`src/hw/rtl/dtdc_pkg.sv`:
```
// shared types, constants and the character decoder for the triplet diversity counter
// no dependencies
package dtdc_pkg;

	localparam int SYMBOL_W = 8;
	localparam int BASE_W   = 2;
	localparam int INDEX_W  = 3 * BASE_W;
	localparam int MASK_W   = 1 << INDEX_W;
	localparam int GROUP_W  = 8;
	localparam int GROUPS   = MASK_W / GROUP_W;
	localparam int GCOUNT_W = $clog2(GROUP_W + 1);
	localparam int COUNT_W  = $clog2(MASK_W + 1);

	typedef logic [BASE_W-1:0]   base_t;
	typedef logic [SYMBOL_W-1:0] symbol_t;
	typedef logic [MASK_W-1:0]   mask_t;
	typedef logic [COUNT_W-1:0]  count_t;
	typedef logic [GCOUNT_W-1:0] gcount_t;

	typedef struct packed {
		logic  ok;
		base_t code;
	} decoded_t;

	// base letters in code order: A, C, G, T
	localparam symbol_t BASE_LETTERS [4] = '{8'h41, 8'h43, 8'h47, 8'h54};
	localparam symbol_t LOWER_A    = 8'h61;
	localparam symbol_t LOWER_Z    = 8'h7a;
	localparam symbol_t CASE_DELTA = 8'h20;

	// case-insensitive map of one character to a base code
	function automatic decoded_t base_decode(input symbol_t sym);
		symbol_t  c;
		decoded_t d;
		c = sym;
		if (c >= LOWER_A && c <= LOWER_Z) begin
			c = c - CASE_DELTA;
		end
		d = '{ok: 1'b0, code: '0};
		for (int k = 0; k < 4; k++) begin
			if (!d.ok && c == BASE_LETTERS[k]) begin
				d.ok   = 1'b1;
				d.code = base_t'(k);
			end
		end
		return d;
	endfunction

endpackage

```
`src/hw/rtl/dtdc_if.sv`:
```
// channel interfaces: character stream in, triplet count out
// depends on dtdc_pkg
interface dtdc_char_if;
	import dtdc_pkg::*;
	logic    valid;
	logic    ready;
	symbol_t symbol;
	logic    last;
	modport source (output valid, output symbol, output last, input ready);
	modport sink (input valid, input symbol, input last, output ready);
endinterface

interface dtdc_count_if;
	import dtdc_pkg::*;
	logic   valid;
	logic   ready;
	count_t distinct_triplets;
	modport source (output valid, output distinct_triplets, input ready);
	modport sink (input valid, input distinct_triplets, output ready);
endinterface

```
`src/hw/rtl/dtdc_popcount.sv`:
```
// two-stage population count of the presence mask, with the output register
// depends on dtdc_pkg and dtdc_count_if
module dtdc_popcount import dtdc_pkg::*; (
	input  logic         clk,
	input  logic         arst_n,
	input  logic         mask_valid,
	output logic         mask_ready,
	input  mask_t        mask,
	dtdc_count_if.source result
);

	gcount_t groups_s2 [GROUPS];
	logic    valid_s2;
	logic    move_s2;
	count_t  count_q;
	logic    valid_q;
	count_t  total;

	assign move_s2    = !valid_q || result.ready;
	assign mask_ready = !valid_s2 || move_s2;

	// per-group counts
	always_ff @(posedge clk) begin
		if (mask_valid && mask_ready) begin
			for (int g = 0; g < GROUPS; g++) begin
				groups_s2[g] <= gcount_t'($countones(mask[g*GROUP_W +: GROUP_W]));
			end
		end
	end

	always_comb begin
		total = '0;
		for (int g = 0; g < GROUPS; g++) begin
			total = total + count_t'(groups_s2[g]);
		end
	end

	always_ff @(posedge clk or negedge arst_n) begin
		if (!arst_n) begin
			valid_s2 <= 1'b0;
			valid_q  <= 1'b0;
		end else begin
			if (mask_ready) begin
				valid_s2 <= mask_valid;
			end
			if (move_s2) begin
				valid_q <= valid_s2;
			end
		end
	end

	always_ff @(posedge clk) begin
		if (move_s2 && valid_s2) begin
			count_q <= total;
		end
	end

	assign result.valid             = valid_q;
	assign result.distinct_triplets = count_q;

endmodule

```
`src/hw/rtl/dna_triplet_diversity_counter.sv`:
```
// top level of the distinct trinucleotide counter
// depends on dtdc_pkg, dtdc_if.sv and dtdc_popcount
//
// Takes one sequence line as ASCII characters, one transaction per character, with last
// set on the final one. A, C, G and T in either case are bases; any other byte breaks
// the run of bases. Every window of three consecutive bases marks its triplet in a
// 64-bit presence mask, and the last character of the line yields one result
// transaction carrying the number of different triplets seen (0 to 64); the block is
// then clear for the next line, so no window spans two lines. Lines under three
// characters give 0. One character is taken every cycle while the mask slot is free or
// being taken by the popcount: the window registers and the mask are updated in the
// cycle a character is accepted. The edge that accepts the last character loads the
// mask register, then the two stages of the population count follow. While the result
// waits for its sink, up to two further line ends can be held before characters stall.
module dna_triplet_diversity_counter import dtdc_pkg::*; (
	input  logic         clk,
	input  logic         arst_n,
	dtdc_char_if.sink    char_stream,
	dtdc_count_if.source result
);

	// window state
	base_t    prev_base_q;
	logic     prev_valid_q;
	base_t    prev2_base_q;
	logic     prev2_valid_q;
	mask_t    seen_mask_q;

	// final mask of a finished line, waiting for the popcount
	mask_t    mask_s1;
	logic     valid_s1;
	logic     ready_s1;

	decoded_t dec;
	logic     accept;
	logic     hit;
	mask_t    hit_bit;
	mask_t    next_mask;

	assign dec    = base_decode(char_stream.symbol);
	assign accept = char_stream.valid && char_stream.ready;

	// a triplet forms when this base follows two valid bases
	assign hit       = dec.ok && prev_valid_q && prev2_valid_q;
	assign hit_bit   = hit ? (mask_t'(1) << {dec.code, prev_base_q, prev2_base_q}) : '0;
	assign next_mask = seen_mask_q | hit_bit;

	// mask slot frees when empty or when the popcount takes it
	assign char_stream.ready = !valid_s1 || ready_s1;

	always_ff @(posedge clk or negedge arst_n) begin
		if (!arst_n) begin
			prev_base_q   <= '0;
			prev_valid_q  <= 1'b0;
			prev2_base_q  <= '0;
			prev2_valid_q <= 1'b0;
			seen_mask_q   <= '0;
			valid_s1      <= 1'b0;
		end else begin
			// a new line end refills the slot, otherwise it empties once taken
			if (accept && char_stream.last) begin
				valid_s1 <= 1'b1;
			end else if (ready_s1) begin
				valid_s1 <= 1'b0;
			end
			if (accept) begin
				if (char_stream.last) begin
					// line ends: hand the mask on and start afresh
					prev_base_q   <= '0;
					prev_valid_q  <= 1'b0;
					prev2_base_q  <= '0;
					prev2_valid_q <= 1'b0;
					seen_mask_q   <= '0;
				end else begin
					// shift the window; an invalid byte leaves a broken slot
					prev2_base_q  <= prev_base_q;
					prev2_valid_q <= prev_valid_q;
					prev_base_q   <= dec.ok ? dec.code : '0;
					prev_valid_q  <= dec.ok;
					seen_mask_q   <= next_mask;
				end
			end
		end
	end

	always_ff @(posedge clk) begin
		if (accept && char_stream.last) begin
			mask_s1 <= next_mask;
		end
	end

	dtdc_popcount u_popcount (
		.clk        (clk),
		.arst_n     (arst_n),
		.mask_valid (valid_s1),
		.mask_ready (ready_s1),
		.mask       (mask_s1),
		.result     (result)
	);

	// a line end leaves the window state clear
	assert property (@(posedge clk) disable iff (!arst_n)
		accept && char_stream.last |=> seen_mask_q == '0 && !prev_valid_q && !prev2_valid_q)
		else $error("window state not cleared after line end");

	// a held mask is not overwritten while it waits
	assert property (@(posedge clk) disable iff (!arst_n)
		valid_s1 && !ready_s1 |=> valid_s1 && $stable(mask_s1))
		else $error("pending mask lost or changed");

	// no count can exceed the number of triplet codes
	assert property (@(posedge clk) disable iff (!arst_n)
		result.valid |-> result.distinct_triplets <= count_t'(MASK_W))
		else $error("count out of range");

	// the mask only grows within a line
	assert property (@(posedge clk) disable iff (!arst_n)
		accept && !char_stream.last |=> (seen_mask_q & $past(seen_mask_q)) == $past(seen_mask_q))
		else $error("mask bit dropped within a line");

endmodule

```
`src/flat_wrapper.sv`:
```
// flat-port wrapper written by rule: the top's interface ports become plain ports
module dna_triplet_diversity_counter_flat import dtdc_pkg::*;
  (clk, arst_n, char_stream_valid, char_stream_symbol, char_stream_last, char_stream_ready, result_valid, result_distinct_triplets, result_ready);
  dtdc_char_if char_stream_i ();
  dtdc_count_if result_i ();
  input  logic clk;
  input  logic arst_n;
  input wire logic [$bits(char_stream_i.valid)-1:0] char_stream_valid;
  input wire logic [$bits(char_stream_i.symbol)-1:0] char_stream_symbol;
  input wire logic [$bits(char_stream_i.last)-1:0] char_stream_last;
  output wire logic [$bits(char_stream_i.ready)-1:0] char_stream_ready;
  output wire logic [$bits(result_i.valid)-1:0] result_valid;
  output wire logic [$bits(result_i.distinct_triplets)-1:0] result_distinct_triplets;
  input wire logic [$bits(result_i.ready)-1:0] result_ready;
  assign char_stream_i.valid = char_stream_valid;
  assign char_stream_i.symbol = char_stream_symbol;
  assign char_stream_i.last = char_stream_last;
  assign char_stream_ready = char_stream_i.ready;
  assign result_valid = result_i.valid;
  assign result_distinct_triplets = result_i.distinct_triplets;
  assign result_i.ready = result_ready;
  dna_triplet_diversity_counter u_core (.clk(clk), .arst_n(arst_n), .char_stream(char_stream_i), .result(result_i));
endmodule
```
`config.mk`:
```
export PLATFORM = sky130hd
export DESIGN_NAME = dna_triplet_diversity_counter_flat
export DESIGN_NICKNAME = d
export VERILOG_FILES = /design/src/hw/rtl/dtdc_pkg.sv /design/src/hw/rtl/dtdc_if.sv /design/src/hw/rtl/dtdc_popcount.sv /design/src/hw/rtl/dna_triplet_diversity_counter.sv /design/src/flat_wrapper.sv
export SDC_FILE = /design/constraint.sdc
export NUM_CORES = 1
export LEC_CHECK = 0
export BUFFER_PORTS_ARGS = -buffer_cell sky130_fd_sc_hd__buf_2
export CAP_MARGIN = 25
export CORE_MARGIN = 2
export CORE_UTILIZATION = 57
export CTS_CLUSTER_SIZE = 28
export DETAILED_ROUTE_END_ITERATION = 7
export PLACE_DENSITY = 0.73
export SLEW_MARGIN = 20
export SYNTH_ARGS = -nofsm -noshare
export SYNTH_HDL_FRONTEND = slang
export SYNTH_SLANG_ARGS = --single-unit
```
`constraint.sdc`:
```
create_clock -name clk -period 3.5 [get_ports clk]
set_clock_uncertainty 0.15 [all_clocks]
set_input_delay 0.35 -clock clk [delete_from_list [all_inputs] [get_ports clk]]
set_output_delay 0.35 -clock clk [all_outputs]
set_load 0.02 [all_outputs]
```
==> results of run 1 <==
## cells by family (layout without fill, tap and decap cells)
family                   after synthesis  after routing  synth area share
AO/OA/AOI/OAI                        149            149             0.132
adder cells (fa/ha/maj)               87             87             0.170
buffers and inverters                136            176            0.0631
XOR/XNOR                              10             10           0.00992
flip-flops                           176            176             0.557
AND/OR/NAND/NOR                       98             98            0.0680
## power by group
group          internal [uW]  leakage [uW]  switching, uW  total (uW)
Sequential              2400       0.00201           36.7        2430
Clock                   1150      0.000288            741        1890
Combinational            542       0.00226            693        1230
## through the flow
stage	cells	setup slack, ps	hold WS, ps	power (uW)	instance area (um^2)
finish	884	-190	54.8	5560	9710
floorplan	656	-34.2	-95.6	3340	8830
global placement	851	-106	315	3600	9110
detailed placement	851	-235	323	3710	9110
global route	884	-263	73.3	5850	9710
CTS	884	-207	39.1	5610	9710
## routing by layer
metal  vias up  part of all wire  GRT usage
li1       2316                 -          -
met1      2535              0.40      0.266
met2       127              0.53      0.370
met3        30             0.047     0.0611
met4         0             0.024     0.0821
met5         -                 0          0
## timing repair
item | CTS | global route
gates resized for setup | 2 | 0
setup endpoints to repair | 4 | 4
endpoints found under the hold margin | 33 | 0
pin swaps | 4 | 3
hold buffers | 1 | 0
buffers inserted | 0 | 0
## critical path, cell delays in order, from the launching register on
cell and delay, ps:
sky130_fd_sc_hd__edfxtp_1 410, sky130_fd_sc_hd__fa_1 570, sky130_fd_sc_hd__inv_1 60, sky130_fd_sc_hd__fa_1 450, sky130_fd_sc_hd__fa_1 510, sky130_fd_sc_hd__fa_1 420, sky130_fd_sc_hd__inv_1 90, sky130_fd_sc_hd__ha_2 200
sky130_fd_sc_hd__inv_2 40, sky130_fd_sc_hd__fa_2 510, sky130_fd_sc_hd__inv_1 40
## cell type report
class	instances	area share
Inverter	114	0.0441
Sequential cell	176	0.507
Timing Repair Buffer	30	0.0180
Clock buffer	28	0.0533
Multi-Input combinational cell	344	0.346
Tap cell	188	0.0242
Clock inverter	4	0.00734
## state kept, by name, indices dropped and copies added, names as in the netlist
register / count
u_core.prev_valid_q: 1
u_core.valid_s1: 1
u_core.prev2_valid_q: 1
u_core.u_popcount.result.valid: 1
u_core.u_popcount.result.distinct_triplets: 7
u_core.seen_mask_q: 64
u_core.u_popcount.groups_s2: 32
u_core.prev2_base_q: 2
u_core.mask_s1: 64
u_core.u_popcount.valid_s2: 1
u_core.prev_base_q: 2
## cells in the mapped netlist, types with 2 or more instances
cell type / n
sky130_fd_sc_hd__nand3_1: 8
sky130_fd_sc_hd__nand2_2: 2
sky130_fd_sc_hd__nand2b_1: 11
sky130_fd_sc_hd__fa_1: 55
sky130_fd_sc_hd__buf_2: 9
sky130_fd_sc_hd__and3_1: 2
sky130_fd_sc_hd__buf_4: 3
sky130_fd_sc_hd__a32o_1: 2
sky130_fd_sc_hd__o21bai_1: 32
sky130_fd_sc_hd__a21o_1: 33
sky130_fd_sc_hd__o21ai_0: 6
sky130_fd_sc_hd__inv_1: 114
sky130_fd_sc_hd__xnor2_1: 8
sky130_fd_sc_hd__clkbuf_1: 6
sky130_fd_sc_hd__a22o_1: 64
sky130_fd_sc_hd__nand2_1: 22
sky130_fd_sc_hd__and2_1: 2
sky130_fd_sc_hd__buf_6: 3
sky130_fd_sc_hd__nor4_1: 2
sky130_fd_sc_hd__nor3_1: 6
sky130_fd_sc_hd__edfxtp_1: 103
sky130_fd_sc_hd__xor2_1: 2
sky130_fd_sc_hd__nor3_4: 4
sky130_fd_sc_hd__nor3b_2: 2
sky130_fd_sc_hd__nor2b_1: 13
sky130_fd_sc_hd__a21oi_1: 10
sky130_fd_sc_hd__nor2_1: 14
sky130_fd_sc_hd__dfrtp_1: 73
sky130_fd_sc_hd__ha_1: 32
sky130_fd_sc_hd__nand4b_1: 2
## worst paths after layout
check                                                  start                                            end  slack, ps  cells past startpoint
min in group asynchronous                             arst_n                         u_core.seen_mask_q[52]        400                      2
min                                             result_ready                 u_core.u_popcount.result.valid         50                      3
min reg2reg                                  u_core.valid_s1                     u_core.u_popcount.valid_s2        340                      1
max                        u_core.u_popcount.groups_s2[0][6]  u_core.u_popcount.result.distinct_triplets[3]       -190                     10
max reg2reg                u_core.u_popcount.groups_s2[0][6]  u_core.u_popcount.result.distinct_triplets[3]       -190                     10
max in group asynchronous                             arst_n                         u_core.seen_mask_q[29]       1970                      3
==> impl_metrics.py, run 1 <==
metrics = {
    "status": {
        "run_status": "complete, but fails checks",
        "failing_checks": "negative setup slack",
    },
    "sta": {
        "max_slew.worst_pin.slew_ps": 991,
        "fmax_mhz": 271,
        "hold_viol_final": 0,
        "min_period_ps": 3690,
        "final.setup.tns_ps": -593,
        "slew_viol_final": 0,
        "finalSetupViolations": 4,
        "min_period_over_period": 1.05,
        "setup_repair_after_global_routing_missed_its_margin": "true",
        "final_critical_path_setup_slack_ps": -190,
        "timing.slew.headroom": 0.335,
    },
    "synth": {
        "seq_area_frac_synth": 0.557,
        "synth_edf_count": 103,
        "ys_dominant_reg_cell": "sky130_fd_sc_hd__edfxtp_1",
        "synthArstFlopShare": 0.415,
        "synthTopCellsByArea": "sky130_fd_sc_hd__edfxtp_1 (35%), sky130_fd_sc_hd__dfrtp_1 (21%), sky130_fd_sc_hd__fa_1 (12%)",
        "post_synth_inst_count": 656,
        "yosys_warnings": 0,
        "avgSynthCellArea_um2": 13.5,
        "synthDominantAreaCellType": "sky130_fd_sc_hd__edfxtp_1",
        "post_synth_num_cell_types": 41,
        "synth_top_area_frac": 0.350,
        "syn-cell-area_um2": 8830,
        "yosys_register_bits": 176,
        "syn_nets": 756,
    },
    "route": {
        "antenna_left": 0,
        "detail_route.wl_per_cell_um": 18.6,
        "detailroute.via_count": 5008,
        "detail_route.drc_violations": 0,
        "initialDrtViolationCount": 373,
        "post_drt_via_cell_ratio": 5.67,
        "routed_wirelength_um": 16400,
        "drt-pass1-iter-count": 5,
    },
    "layout": {
        "multi_input_area_um2": 3360,
        "final_core_utilization": 0.641,
        "mostFrequentLayoutCells": "sky130_fd_sc_hd__inv_1 (112), sky130_fd_sc_hd__edfxtp_1 (103), sky130_fd_sc_hd__dfrtp_1 (73)",
        "antenna_cells": 0,
        "layout.area.seq_um2": 4920,
        "layout-drive-gt1-share": 0.103,
        "final_net_count": 783,
        "num-fill-cells": 1080,
        "layout.cells.most_common": "sky130_fd_sc_hd__inv_1",
        "area_growth_pct": 10.0,
    },
    "clock_tree": {
        "cts.reportedPaths.clkPinSlew_ps": 60,
        "cts_sinks": 176,
        "htree_num_levels": 4,
        "clock_tree.root_cell": "sky130_fd_sc_hd__clkbuf_16",
        "clock_insertion_delay_worst_skew_ps": 430,
        "cts_buffer_depth": 2,
        "tritoncts_clock_tree": "built",
        "cts_made_buffers": 17,
    },
    "pwr": {
        "power.density_nw_per_um2": 573,
        "vdd_drop_max_v": 0.000440,
        "leakagePower_uw": 0.00456,
    },
    "placement": {
        "io_buffers": 21,
        "place.detailed.hpwl_um": 11400,
        "gpl.final_weighted_congestion": 0.823,
    },
    "critical_path": {
        "critPathMaxFanout": 2,
        "data_required_time_of_the_worst_path_ps": 3540,
        "cp-end-kind": "flop",
        "crit_path_start_kind": "flop",
        "timing.critical_path.arrival_ps": 3730,
        "criticalPathCategory": "reg2reg",
    },
    "floorplanning": {
        "placementRows": 45,
        "die_width_um": 128,
        "start_util": 0.583,
        "die_area_um2": 16500,
        "core_region_area_um2": 15100,
        "floorplan.die.height_um": 128,
        "pin_count": 22,
    },
    "grt": {
        "grt_use_total": 0.217,
        "first_global_vias": 5173,
        "wire_length_of_the_first_global_routing_pass_um": 26600,
        "grt_max_degree": 66,
        "antenna_found_initial": 0,
        "globalRoute.totalOverflow": 0,
    },
    "flow_run": {
        "cap_violations": 0,
    },
    "hold_path": {
        "hold_path_class": "in2reg",
    },
}
Power figures use the tool's default switching activity.
==> inputs of run 2 (changes only) <==
--- a/config.mk
+++ b/config.mk
@@ -8,10 +8,11 @@
 export BUFFER_PORTS_ARGS = -buffer_cell sky130_fd_sc_hd__buf_2
 export CAP_MARGIN = 25
 export CORE_MARGIN = 2
-export CORE_UTILIZATION = 57
+export CORE_UTILIZATION = 36
 export CTS_CLUSTER_SIZE = 28
 export DETAILED_ROUTE_END_ITERATION = 7
-export PLACE_DENSITY = 0.73
+export HOLD_SLACK_MARGIN = 0.08
+export PLACE_DENSITY = 0.49
 export SLEW_MARGIN = 20
 export SYNTH_ARGS = -nofsm -noshare
 export SYNTH_HDL_FRONTEND = slang
==> run 2 against run 1 <==
  * Critical path type unchanged
  * Worst setup slack gained 57 ps
  * Critical path depth is the same
  * Non-clock buffer count grew 5
  * Sequential power is essentially flat
  * Clock-buffer cell count shrank 9
  * Sequential share of layout area shrank 1.2 points
  * The run still ends with negative setup slack left
==> impl_metrics.py, run 2 (same netlist as run 1, synthesis figures left out) <==
metrics = {
    "clock_tree": {
        "clock_tree.root_cell": "sky130_fd_sc_hd__clkbuf_16",
        "cts_buffer_depth": 2,
        "clock_insertion_delay_worst_skew_ps": 430,
        "cts_sinks": 176,
        "cts_made_buffers": 17,
        "cts.reportedPaths.clkPinSlew_ps": 70,
        "cts_setup_buffers": 0,
        "htree_num_levels": 4,
        "tritoncts_clock_tree": "built",
    },
    "route": {
        "detail_route.wl_per_cell_um": 17.3,
        "antenna_left": 0,
        "wl_met1_um": 8150,
        "routed_wirelength_um": 17700,
        "post_drt_via_cell_ratio": 4.87,
        "detailroute.via_count": 4996,
        "route.met2.wl_um": 8710,
        "drt-pass1-iter-count": 5,
        "met3WireLength_um": 671,
        "dr.max_layer_used": "met4",
        "initialDrtViolationCount": 356,
        "detail_route.drc_violations": 0,
    },
    "floorplanning": {
        "die_area_um2": 25800,
        "floorplan.die.height_um": 161,
        "core_region_area_um2": 24200,
        "die_width_um": 161,
        "placementRows": 57,
        "pin_count": 22,
        "start_util": 0.365,
    },
    "critical_path": {
        "crit_path_start_kind": "flop",
        "criticalPathCategory": "reg2reg",
        "data_required_time_of_the_worst_path_ps": 3540,
        "slowest_cell_on_crit_path": "sky130_fd_sc_hd__fa_1",
        "cp-end-kind": "flop",
        "timing.critical_path.arrival_ps": 3670,
        "cp_cell_sequence": "fa_1 > inv_2 > fa_1 > fa_1 > fa_1 > inv_1 > ha_2 > inv_2 > fa_2 > inv_1",
        "crit_path_largest_cell_delay_ps": 560,
        "critPathMaxFanout": 2,
        "timing.critical_path.mode_cell": "sky130_fd_sc_hd__fa_1",
    },
    "layout": {
        "num-fill-cells": 2235,
        "final_cell_count_no_fill": 1025,
        "final_net_count": 788,
        "layout-drive-gt1-share": 0.114,
        "top_regs": "u_core.mask_s1: 64 flops, u_core.seen_mask_q: 64 flops, u_core.u_popcount.groups_s2: 32 flops",
        "mostFrequentLayoutCells": "sky130_fd_sc_hd__inv_1 (111), sky130_fd_sc_hd__edfxtp_1 (103), sky130_fd_sc_hd__dfrtp_1 (73)",
        "area_growth_pct": 12.6,
        "antenna_cells": 0,
        "layout.cells.most_common": "sky130_fd_sc_hd__inv_1",
    },
    "grt": {
        "globalRoute.totalOverflow": 0,
        "grt_use_total": 0.147,
        "first_global_vias": 5207,
        "wire_length_of_the_first_global_routing_pass_um": 28900,
        "grt_max_degree": 74,
        "antenna_found_initial": 0,
    },
    "sta": {
        "min_period_over_period": 1.04,
        "hold_viol_final": 0,
        "finalSetupViolations": 4,
        "min_period_ps": 3630,
        "fmax_mhz": 275,
        "slew_viol_final": 0,
        "timing.slew.headroom": 0.313,
        "max_slew.worst_pin.slew_ps": 1020,
        "final_critical_path_setup_slack_ps": -133,
        "setup_repair_after_global_routing_missed_its_margin": "true",
    },
    "flow_run": {
        "cap_violations": 0,
    },
    "pwr": {
        "power.density_nw_per_um2": 556,
        "vdd_drop_max_v": 0.000321,
        "leakagePower_uw": 0.00458,
    },
    "status": {
        "failing_checks": "negative setup slack",
        "run_status": "complete, but fails checks",
    },
    "placement": {
        "dpl_worst_slack_ps": -170,
        "dp.cells": 990,
        "io_buffers": 21,
        "place.detailed.hpwl_um": 12200,
        "gpl.final_weighted_congestion": 0.792,
    },
    "hold_path": {
        "hold_path_class": "in2reg",
    },
}
[run 2: changes by cell type in the layout (fill, tap and decap cells not counted), moves of 2 or more]
| cell | before | now |
|---|---|---|
| sky130_fd_sc_hd__inv_8 | 0 | 2 |
| sky130_fd_sc_hd__dlygate4sd3_1 | 1 | 3 |
| sky130_fd_sc_hd__clkbuf_8 | 3 | 0 |
| sky130_fd_sc_hd__inv_6 | 0 | 3 |
| sky130_fd_sc_hd__clkinv_4 | 0 | 4 |
| sky130_fd_sc_hd__clkbuf_1 | 7 | 2 |
[run 2: repair_timing]
action                                  4_1_cts  5_1_grt
resized for setup                             3        0
endpoints found under the hold margin        76        0
pin swaps                                     7        3
endpoints found under the setup margin        4        4
hold buffers                                  3        0
[run 2: worst paths after layout]
kind,cells past startpoint,end,slack (ps),startpoint
min in group asynchronous,2,u_core.seen_mask_q[50],380,arst_n
min reg2reg,1,u_core.seen_mask_q[21],350,u_core.seen_mask_q[21]
max reg2reg,10,u_core.u_popcount.result.distinct_triplets[3],-130,u_core.u_popcount.groups_s2[1][6]
max,10,u_core.u_popcount.result.distinct_triplets[3],-130,u_core.u_popcount.groups_s2[1][6]
min,3,u_core.prev2_base_q[0],110,char_stream_last
max in group asynchronous,2,u_core.seen_mask_q[2],2290,arst_n
[run 2: final cells by class]
class,instances,area [um^2],share of cell area
Clock buffer,19,433,0.0436
Tap cell,324,405,0.0408
Multi-Input combinational cell,344,3360,0.338
Sequential cell,176,4920,0.495
Inverter,114,428,0.0431
Clock inverter,13,155,0.0156
Timing Repair Buffer,35,234,0.0235
[run 2: metrics by stage]
stage	hold slack [ps]	TNS (ps)	utilization	power [uW]	area, um^2
floorplan	-95.6	-36.3	-	3340	8830
global placement	319	-282	0.385	3650	9310
detailed placement	332	-509	0.385	3690	9320
CTS	103	-505	0.411	5620	9940
global route	128	-941	0.411	5910	9940
finish	114	-381	0.411	5520	9940
[run 2: layer usage]
layer | track usage | up-vias
li1 | - | 2335
met1 | 0.199 | 2534
met2 | 0.242 | 114
met3 | 0.0297 | 13
met4 | 0.0410 | 0
met5 | 0 | -
[run 2: worst max-delay path: cells and delay by family, from the launching register on]
family | cells | cell delay (ps)
adder cells (fa/ha/maj) | 6 | 2670
buffers and inverters | 4 | 180
flip-flops | 1 | 400
[run 2: where the power goes]
group          leakage (uW)  internal [uW]  switching, uW
logic               0.00229            531            663
clock network      0.000284           1070            828
registers           0.00201           2390           34.9
total               0.00458           4000           1530
==> inputs of run 3 (changes only) <==
--- a/config.mk
+++ b/config.mk
@@ -5,14 +5,14 @@
 export SDC_FILE = /design/constraint.sdc
 export NUM_CORES = 1
 export LEC_CHECK = 0
-export BUFFER_PORTS_ARGS = -buffer_cell sky130_fd_sc_hd__buf_2
 export CAP_MARGIN = 25
-export CORE_MARGIN = 2
 export CORE_UTILIZATION = 36
+export CTS_CLUSTER_DIAMETER = 80
 export CTS_CLUSTER_SIZE = 28
 export DETAILED_ROUTE_END_ITERATION = 7
+export DONT_BUFFER_PORTS = 1
 export HOLD_SLACK_MARGIN = 0.08
-export PLACE_DENSITY = 0.49
+export PLACE_DENSITY = 0.48
 export SLEW_MARGIN = 20
 export SYNTH_ARGS = -nofsm -noshare
 export SYNTH_HDL_FRONTEND = slang
==> run 3 against run 2 <==
  * The flow still finishes with violations (negative setup slack)
  * Register-to-register slack hardly changed
  * Via count is 2.0% lower
  * Clock power is 3% lower
  * Non-clock buffer count is 13 lower
  * Sequential share of layout area is 0.22 points higher
  * Worst hold slack better by 2.7 ps
  * Flip-flop and latch count stayed put
  * Combinational power is 5% lower
  * Final cell count is 1.8% lower
  * Wire length is 0.69% lower
  * Critical endpoint unchanged
  * Highest routed layer unchanged
==> impl_metrics.py, run 3 (same netlist as run 1, synthesis figures left out) <==
metrics = {
    "status": {
        "run_status": "complete, but fails checks",
        "failing_checks": "negative setup slack",
    },
    "route": {
        "detailroute.via_count": 4896,
        "drt-pass1-iter-count": 4,
        "route.met2.wl_um": 8360,
        "post_drt_via_cell_ratio": 4.86,
        "met3WireLength_um": 743,
        "detail_route.drc_violations": 0,
        "initialDrtViolationCount": 273,
        "detail_route.wl_per_cell_um": 17.5,
        "antenna_left": 0,
        "routed_wirelength_um": 17600,
        "wl_met1_um": 8220,
        "dr.max_layer_used": "met4",
    },
    "sta": {
        "fmax_mhz": 276,
        "slew_viol_final": 0,
        "final_critical_path_setup_slack_ps": -127,
        "max_slew.worst_pin.slew_ps": 914,
        "fin_hold_ws_ps": 117,
        "min_period_over_period": 1.04,
        "hold_viol_final": 0,
        "finalSetupViolations": 4,
        "min_period_ps": 3630,
        "setup_repair_after_global_routing_missed_its_margin": "true",
        "timing.slew.headroom": 0.386,
    },
    "critical_path": {
        "reg2reg_depth": 10,
        "slowest_cell_on_crit_path": "sky130_fd_sc_hd__fa_1",
        "timing.critical_path.mode_cell": "sky130_fd_sc_hd__fa_1",
        "criticalPathCategory": "reg2reg",
        "rrSetupSlack_ps": -130,
        "critPathMaxFanout": 2,
        "timing.critical_path.arrival_ps": 3670,
        "cp_cell_sequence": "fa_1 > inv_2 > fa_1 > fa_1 > fa_1 > inv_1 > ha_2 > inv_2 > fa_2 > inv_2",
        "worstPathBufferInverterCount": 4,
        "cp-end-kind": "flop",
        "crit_path_start_kind": "flop",
        "critical_path.reg2reg.endpoint": "u_core.u_popcount.result.distinct_triplets[3]",
        "r2r-start": "u_core.u_popcount.groups_s2[1][14]",
        "path_delay_family": "adder cells",
        "crit_path_largest_cell_delay_ps": 560,
        "data_required_time_of_the_worst_path_ps": 3540,
    },
    "floorplanning": {
        "pin_count": 22,
        "start_util": 0.372,
        "floorplan.die.height_um": 159,
        "die_area_um2": 25200,
        "die_width_um": 159,
        "core_region_area_um2": 23800,
        "placementRows": 56,
    },
    "layout": {
        "top_regs": "u_core.mask_s1: 64 flops, u_core.seen_mask_q: 64 flops, u_core.u_popcount.groups_s2: 32 flops",
        "final_net_count": 775,
        "area_growth_pct": 12.1,
        "mostFrequentLayoutCells": "sky130_fd_sc_hd__inv_1 (109), sky130_fd_sc_hd__edfxtp_1 (103), sky130_fd_sc_hd__dfrtp_1 (73)",
        "layout-drive-gt1-share": 0.0974,
        "layout.cells.most_common": "sky130_fd_sc_hd__inv_1",
        "antenna_cells": 0,
    },
    "grt": {
        "globalRoute.totalOverflow": 0,
        "first_global_vias": 5150,
        "wire_length_of_the_first_global_routing_pass_um": 29000,
        "antenna_found_initial": 0,
        "grt_max_degree": 74,
        "grt_use_total": 0.158,
    },
    "hold_path": {
        "hold_path_depth": 2,
        "hold_path_class": "in2reg",
        "hold_end": "u_core.prev_valid_q",
        "hp-start": "char_stream_symbol[5]",
    },
    "clock_tree": {
        "htree_num_levels": 4,
        "cts_buffer_depth": 2,
        "cts_made_buffers": 17,
        "cts_sinks": 176,
        "tritoncts_clock_tree": "built",
        "cts.reportedPaths.clkPinSlew_ps": 70,
        "clock_tree.root_cell": "sky130_fd_sc_hd__clkbuf_16",
        "clock_insertion_delay_worst_skew_ps": 420,
    },
    "placement": {
        "gpl.final_weighted_congestion": 0.765,
        "io_buffers": 0,
        "place.detailed.hpwl_um": 12200,
    },
    "pwr": {
        "vdd_drop_max_v": 0.000424,
        "power.density_nw_per_um2": 552,
        "total_power_uw": 5460,
        "leakagePower_uw": 0.00453,
    },
    "flow_run": {
        "cap_violations": 0,
    },
}
[run 3: cell types whose count changed in the layout (fill, tap and decap cells not counted), sizes merged]
cell         change
dlygate4sd3      +5
clkinvlp         +2
clkinv           -2
inv              +3
bufinv           -2
buf             -19
[run 3: layout make-up]
class	count	area, um^2
clock inverters	14	119
clock buffers	18	450
fillers	2197	13900
well taps	319	399
multi-input cells	344	3360
repair buffers	22	215
flip-flops and latches	176	4920
inverters	114	428
[run 3: worst reg2reg max path, cell delays in order, from the launching register on]
cell and delay, ps:
sky130_fd_sc_hd__edfxtp_1 390, sky130_fd_sc_hd__fa_1 560, sky130_fd_sc_hd__inv_2 40, sky130_fd_sc_hd__fa_1 490
sky130_fd_sc_hd__fa_1 530, sky130_fd_sc_hd__fa_1 400, sky130_fd_sc_hd__inv_1 70, sky130_fd_sc_hd__ha_2 180
sky130_fd_sc_hd__inv_2 40, sky130_fd_sc_hd__fa_2 520, sky130_fd_sc_hd__inv_2 30
[run 3: repair_timing]
action	4_1_cts	5_1_grt
gates cloned	0	0
hold buffers	9	0
buffers inserted	1	0
endpoints found under the setup margin	4	4
gates resized for setup	3	2
pin swaps	3	4
hold endpoints to repair	81	0
[run 3: per-layer routing]
| layer | track usage | up-vias |
|---|---|---|
| met3 | 0.0370 | 15 |
| met1 | 0.212 | 2490 |
| met4 | 0.0453 | 0 |
| li1 | - | 2298 |
| met5 | 0 | - |
| met2 | 0.254 | 93 |
[run 3: metrics by stage]
step / instances / setup WS, ps / TNS [ps] / instance area, um^2 / utilization
finish: 1007 / -127 / -332 / 9900 / 0.417
global route: 1007 / -259 / -924 / 9900 / 0.417
CTS: 1006 / -119 / -349 / 9890 / 0.416
detailed placement: 964 / -124 / -385 / 9200 / 0.387
global placement: 964 / -126 / -287 / 9200 / 0.387
floorplan: 656 / -34.2 / -36.3 / 8830 / -
[run 3: worst max-delay path by stage]
stage,start,cells past startpoint,endpoint
2_1_floorplan,u_core.u_popcount.groups_s2[1][2],10,u_core.u_popcount.result.distinct_triplets[3]
3_3_place_gp,u_core.u_popcount.groups_s2[1][2],10,u_core.u_popcount.result.distinct_triplets[3]
3_5_place_dp,u_core.u_popcount.groups_s2[1][2],10,u_core.u_popcount.result.distinct_triplets[3]
4_1_cts,u_core.u_popcount.groups_s2[1][10],10,u_core.u_popcount.result.distinct_triplets[3]
5_1_grt,u_core.u_popcount.groups_s2[1][14],10,u_core.u_popcount.result.distinct_triplets[3]
6_report,u_core.u_popcount.groups_s2[1][14],10,u_core.u_popcount.result.distinct_triplets[3]
[run 3: where the power goes]
group | internal [uW] | switching (uW) | leakage, uW
clock | 976 | 868 | 0.000275
combinational | 529 | 600 | 0.00225
sequential | 2400 | 89.8 | 0.00201
total | 3900 | 1560 | 0.00453
